<file path="config.mk">
export PLATFORM = sky130hd
export DESIGN_NAME = tcc_mul
export DESIGN_NICKNAME = d
export VERILOG_FILES = /design/src/hdl/tcc_mul.sv
export SDC_FILE = /design/constraint.sdc
export NUM_CORES = 2
export LEC_CHECK = 0
export BUFFER_PORTS_ARGS = -buffer_cell sky130_fd_sc_hd__buf_2
export CAP_MARGIN = 30
export CORE_UTILIZATION = 53
export CTS_BUF_LIST = sky130_fd_sc_hd__clkbuf_4 sky130_fd_sc_hd__clkbuf_8
export CTS_CLUSTER_SIZE = 8
export DETAILED_ROUTE_END_ITERATION = 7
export PLACE_DENSITY = 0.77
export SKIP_CTS_REPAIR_TIMING = 1
export SKIP_LAST_GASP = 1
export SLEW_MARGIN = 10
export SYNTH_ARGS = -nofsm -noshare
export SYNTH_HDL_FRONTEND = slang
export SYNTH_SLANG_ARGS = --single-unit
</file>
<file path="constraint.sdc">
create_clock -name clock -period 22.1 [get_ports clock]
set_clock_uncertainty 0.15 [all_clocks]
set_input_delay 3.315 -clock clock [delete_from_list [all_inputs] [get_ports clock]]
set_output_delay 3.315 -clock clock [all_outputs]
set_load 0.005 [all_outputs]
</file>
<file path="src/hdl/tcc_mul.sv">
// Pipelined signed multiplier: one digit of |b| times a per stage.
// No dependencies; an input register and an output register frame the digit stages.
module tcc_mul #(
   parameter int WA  = 33,
   parameter int WB  = 33,
   parameter int DGW = 17
) (
   input  logic                    clock,
   input  logic                    en,
   input  logic signed [WA-1:0]    a,
   input  logic signed [WB-1:0]    b,
   output logic signed [WA+WB-1:0] p
);

   localparam int ND = (WB + DGW - 1) / DGW;
   localparam int NB = ND * DGW;
   localparam int WP = WA + WB;

   logic signed [WA-1:0] a_ff   [ND];
   logic [NB-1:0]        bm_ff  [ND];
   logic                 neg_ff [ND+1];
   logic signed [WP:0]   acc_ff [ND+1];
   logic signed [WP:0]   pp_in  [ND];
   logic [WB-1:0]        bmag;
   logic signed [WP-1:0] p_ff;

   assign bmag = b[WB-1] ? WB'(-b) : WB'(b);

   for (genvar k = 0; k < ND; k++) begin : g_pp
      logic signed [WA+DGW:0] prod;
      assign prod     = a_ff[k] * $signed({1'b0, bm_ff[k][k*DGW +: DGW]});
      assign pp_in[k] = (WP+1)'(prod) <<< (k * DGW);
   end

   always_ff @(posedge clock) begin
      if (en) begin
         a_ff[0]   <= a;
         bm_ff[0]  <= NB'(bmag);
         neg_ff[0] <= b[WB-1];
         acc_ff[0] <= '0;
         for (int k = 1; k < ND; k++) begin
            a_ff[k]  <= a_ff[k-1];
            bm_ff[k] <= bm_ff[k-1];
         end
         for (int k = 1; k <= ND; k++) begin
            neg_ff[k] <= neg_ff[k-1];
            acc_ff[k] <= acc_ff[k-1] + pp_in[k-1];
         end
         p_ff <= neg_ff[ND] ? WP'(-acc_ff[ND]) : WP'(acc_ff[ND]);
      end
   end

   assign p = p_ff;

endmodule

</file>
==> results.json <==
{
  "status": "finished with violations",
  "violations": "DRC",
  "ant_nets": 0,
  "clockRootBuffer": "clkbuf_8",
  "synth_top_family_by_area": "adder cells",
  "wl_per_cell_um": 19.5,
  "r2r-start": "a_ff[0][44]$_DFFE_PP_",
  "grtUsageTotal_pct": 27.4,
  "cp-end-kind": "register",
  "synth-seq-area-share_pct": 18.3,
  "required_ns": 22.38,
  "drc": 18,
  "ctsLongestPathBuffers": 3,
  "finalWorstSetupSlack_ns": 12.54,
  "synth_ff_type": "edfxtp_1",
  "synthesis.nets": 6730,
  "drive_gt1_share_pct": 6.09,
  "synth.avg_cell_area_sq_um": 9.75,
  "antenna_found_initial": 5,
  "netlist_area_sq_um": 52000,
  "min_from": "acc_ff[0][80]$_DFFE_PP_",
  "clock_latency_ns": 0.78,
  "startpoint_type": "register",
  "vias_per_cell": 5.51,
  "die_height_um": 315,
  "yosys.area_share.simple_pct": 13.8,
  "multi_input_area_sq_um": 37000,
  "syn2layout_area_growth_pct": 6.62,
  "layout_common_cells": "inv_1, fa_1, nand2_1",
  "worst_r2r_path_depth": 31,
  "io_buffers": 133,
  "synth.largest_area_cell": "fa_1",
  "min_path_type": "reg -> reg",
  "yosysWarnings": 0,
  "hold_viol": 0,
  "ioPinCount": 134,
  "vias": 37000,
  "grt_max_degree": 99,
  "synth_area_leaders": "fa_1, edfxtp_1, inv_1, ha_1, nand2_1",
  "setup-tns-final_ns": 0,
  "finalSetupViolations": 0,
  "rsz0062_at_grt": "false",
  "routed_wl_mm": 131,
  "final_nets": 6788,
  "cp.depth": 31,
  "clk_pin_slew_ns": 0.07,
  "placed_cell_area_sq_um": 54000,
  "grt_pass1_wl_mm": 212,
  "firstDrtPassIters": 8,
  "synth_xor_area_share_pct": 3.91,
  "synth-compound-area-share_pct": 6.51,
  "htreeDepth": 2,
  "critical_path_arrival_ns": 9.85,
  "ys_ff_latch": 316,
  "slew_violations": 0,
  "critical-path-top-delay-family": "adder cells",
  "timing.rr.end": "acc_ff[0][199]$_DFFE_PP_",
  "synth_cell_types": 66,
  "crit_path_end": "acc_ff[0][199]$_DFFE_PP_",
  "synth_fa_ha_area_share_pct": 47.1,
  "crit_top_cell": "fa_1",
  "cts_tree": "built",
  "preCtsSetupSlack_ns": 12.47,
  "period_share_pct": 43.3,
  "design_area_sq_um": 55400,
  "worst_slew_pin_slew_ns": 1.08,
  "synth_edf_count": 316,
  "crit_type": "reg -> reg",
  "core_area_sq_um": 96900,
  "fp-row-count": 114,
  "start_util_pct": 53.7,
  "gp_congestion": 0.948,
  "synthCells": 5331,
  "cts_made_buffers": 57,
  "grt_pass1_vias": 39700,
  "final-seq-area_sq_um": 9490,
  "timing.max_cap.violations": 0,
  "fp.dieArea_sq_um": 99300,
  "final_common_cell": "inv_1",
  "clock_sinks": 316,
  "grt_overflow_total": 0,
  "slew_headroom_pct": 28.1,
  "muxShareOfSynthArea_pct": 0,
  "worst-path-buf-inv": 4,
  "r2r_slack_ns": 12.54,
  "place_hpwl_mm": 101,
  "yosysTopAreaCellShare_pct": 40.1,
  "drt_iter0_drc": 3031,
  "worst-path-max-fanout": 16,
  "fmax_mhz": 105,
  "critPathMaxStageDelay_ns": 0.72,
  "fillers": 8000,
  "critPathLaunch": "a_ff[0][44]$_DFFE_PP_",
  "synthArstFlopShare_pct": 0,
  "die_x_um": 315,
  "finalCriticalPeriod_ns": 9.56,
  "crit_slowest_cell": "a221oi_1"
}
-- flip-flops by register name, indices dropped and copies added (netlist names) --
signal and flops:
acc_ff 132, a_ff 66, p 66, bm_ff 49, neg_ff 3
-- worst min path at each step --
stage                                    end  slack, ns  cells after the start
floorplan           acc_ff[0][134]$_DFFE_PP_       0.25                      0
global placement      bm_ff[0][53]$_DFFE_PP_       0.25                      0
detailed placement  acc_ff[0][140]$_DFFE_PP_       0.25                      0
CTS                 acc_ff[0][147]$_DFFE_PP_       0.26                      0
global route          bm_ff[0][61]$_DFFE_PP_       0.27                      0
finish              acc_ff[0][147]$_DFFE_PP_       0.26                      0
-- cells by family (layout without fill, tap and decap cells) --
group	Yosys count	after routing
and+or+nand+nor	1477	1477
adders and majority gates	1331	1331
AOI/OAI and AO/OA	525	525
DFF	316	316
xor gates and xnor gates	232	232
buffers and inverters	1450	1555
other	0	5
-- worst reg2reg max path: cells and delay by family, from the launching register on --
family          cells  cell delay, ns
compound gates     10            3.09
xor+xnor            3            0.47
fa+ha+maj           8            3.72
buf+inv             4            0.21
flops               1            0.66
simple gates        6            0.95
-- area by class of cell --
class	count	share of cell area (%)
multi-input cells	3565	66.8
flip-flops and latches	316	17.1
inverters	1253	8.49
well taps	1276	2.88
repair buffers	196	2.40
clock buffers	76	1.67
clock inverters	30	0.571
diodes	5	0.0226
-- layer usage --
layer	up-vias	part of all wire (%)	global-route usage, %
met5	-	0.0099	0
met3	279	9.7	5.64
met1	18800	40	37.0
li1	16300	-	-
met2	1665	47	44.9
met4	2	2.8	7.62
-- synth_stat cells (6+ instances only) --
cell type / n
or2_2: 8
nor2b_1: 14
o21bai_1: 28
inv_1: 1252
o21a_1: 14
nand4_1: 16
edfxtp_1: 316
a31oi_1: 20
nor2_1: 88
and2_1: 449
clkbuf_1: 197
nand2_1: 763
and3_1: 11
o21ai_0: 106
a211oi_1: 12
nand2b_1: 19
a31o_2: 9
nand3_1: 24
ha_1: 291
a21oi_1: 148
o41ai_1: 11
a21o_1: 78
or3_1: 19
xor2_1: 48
fa_1: 1040
o31ai_1: 37
a211o_1: 6
and4_1: 8
or4_1: 16
xnor2_1: 184
o211ai_1: 12
nor3_1: 17
-- through the flow --
step / util (%) / cells / hold WS [ns]
final: 57.2 / 6717 / 0.260
after global routing: 57.2 / 6714 / 0.274
after CTS: 57.1 / 6706 / 0.262
after detailed placement: 55.8 / 6600 / 0.255
after global placement: 55.7 / 6595 / 0.251
after floorplan: - / 5331 / 0.250
Power is not shown: default switching activity piles up to over one toggle a cycle in this logic, so the estimate is an artifact.
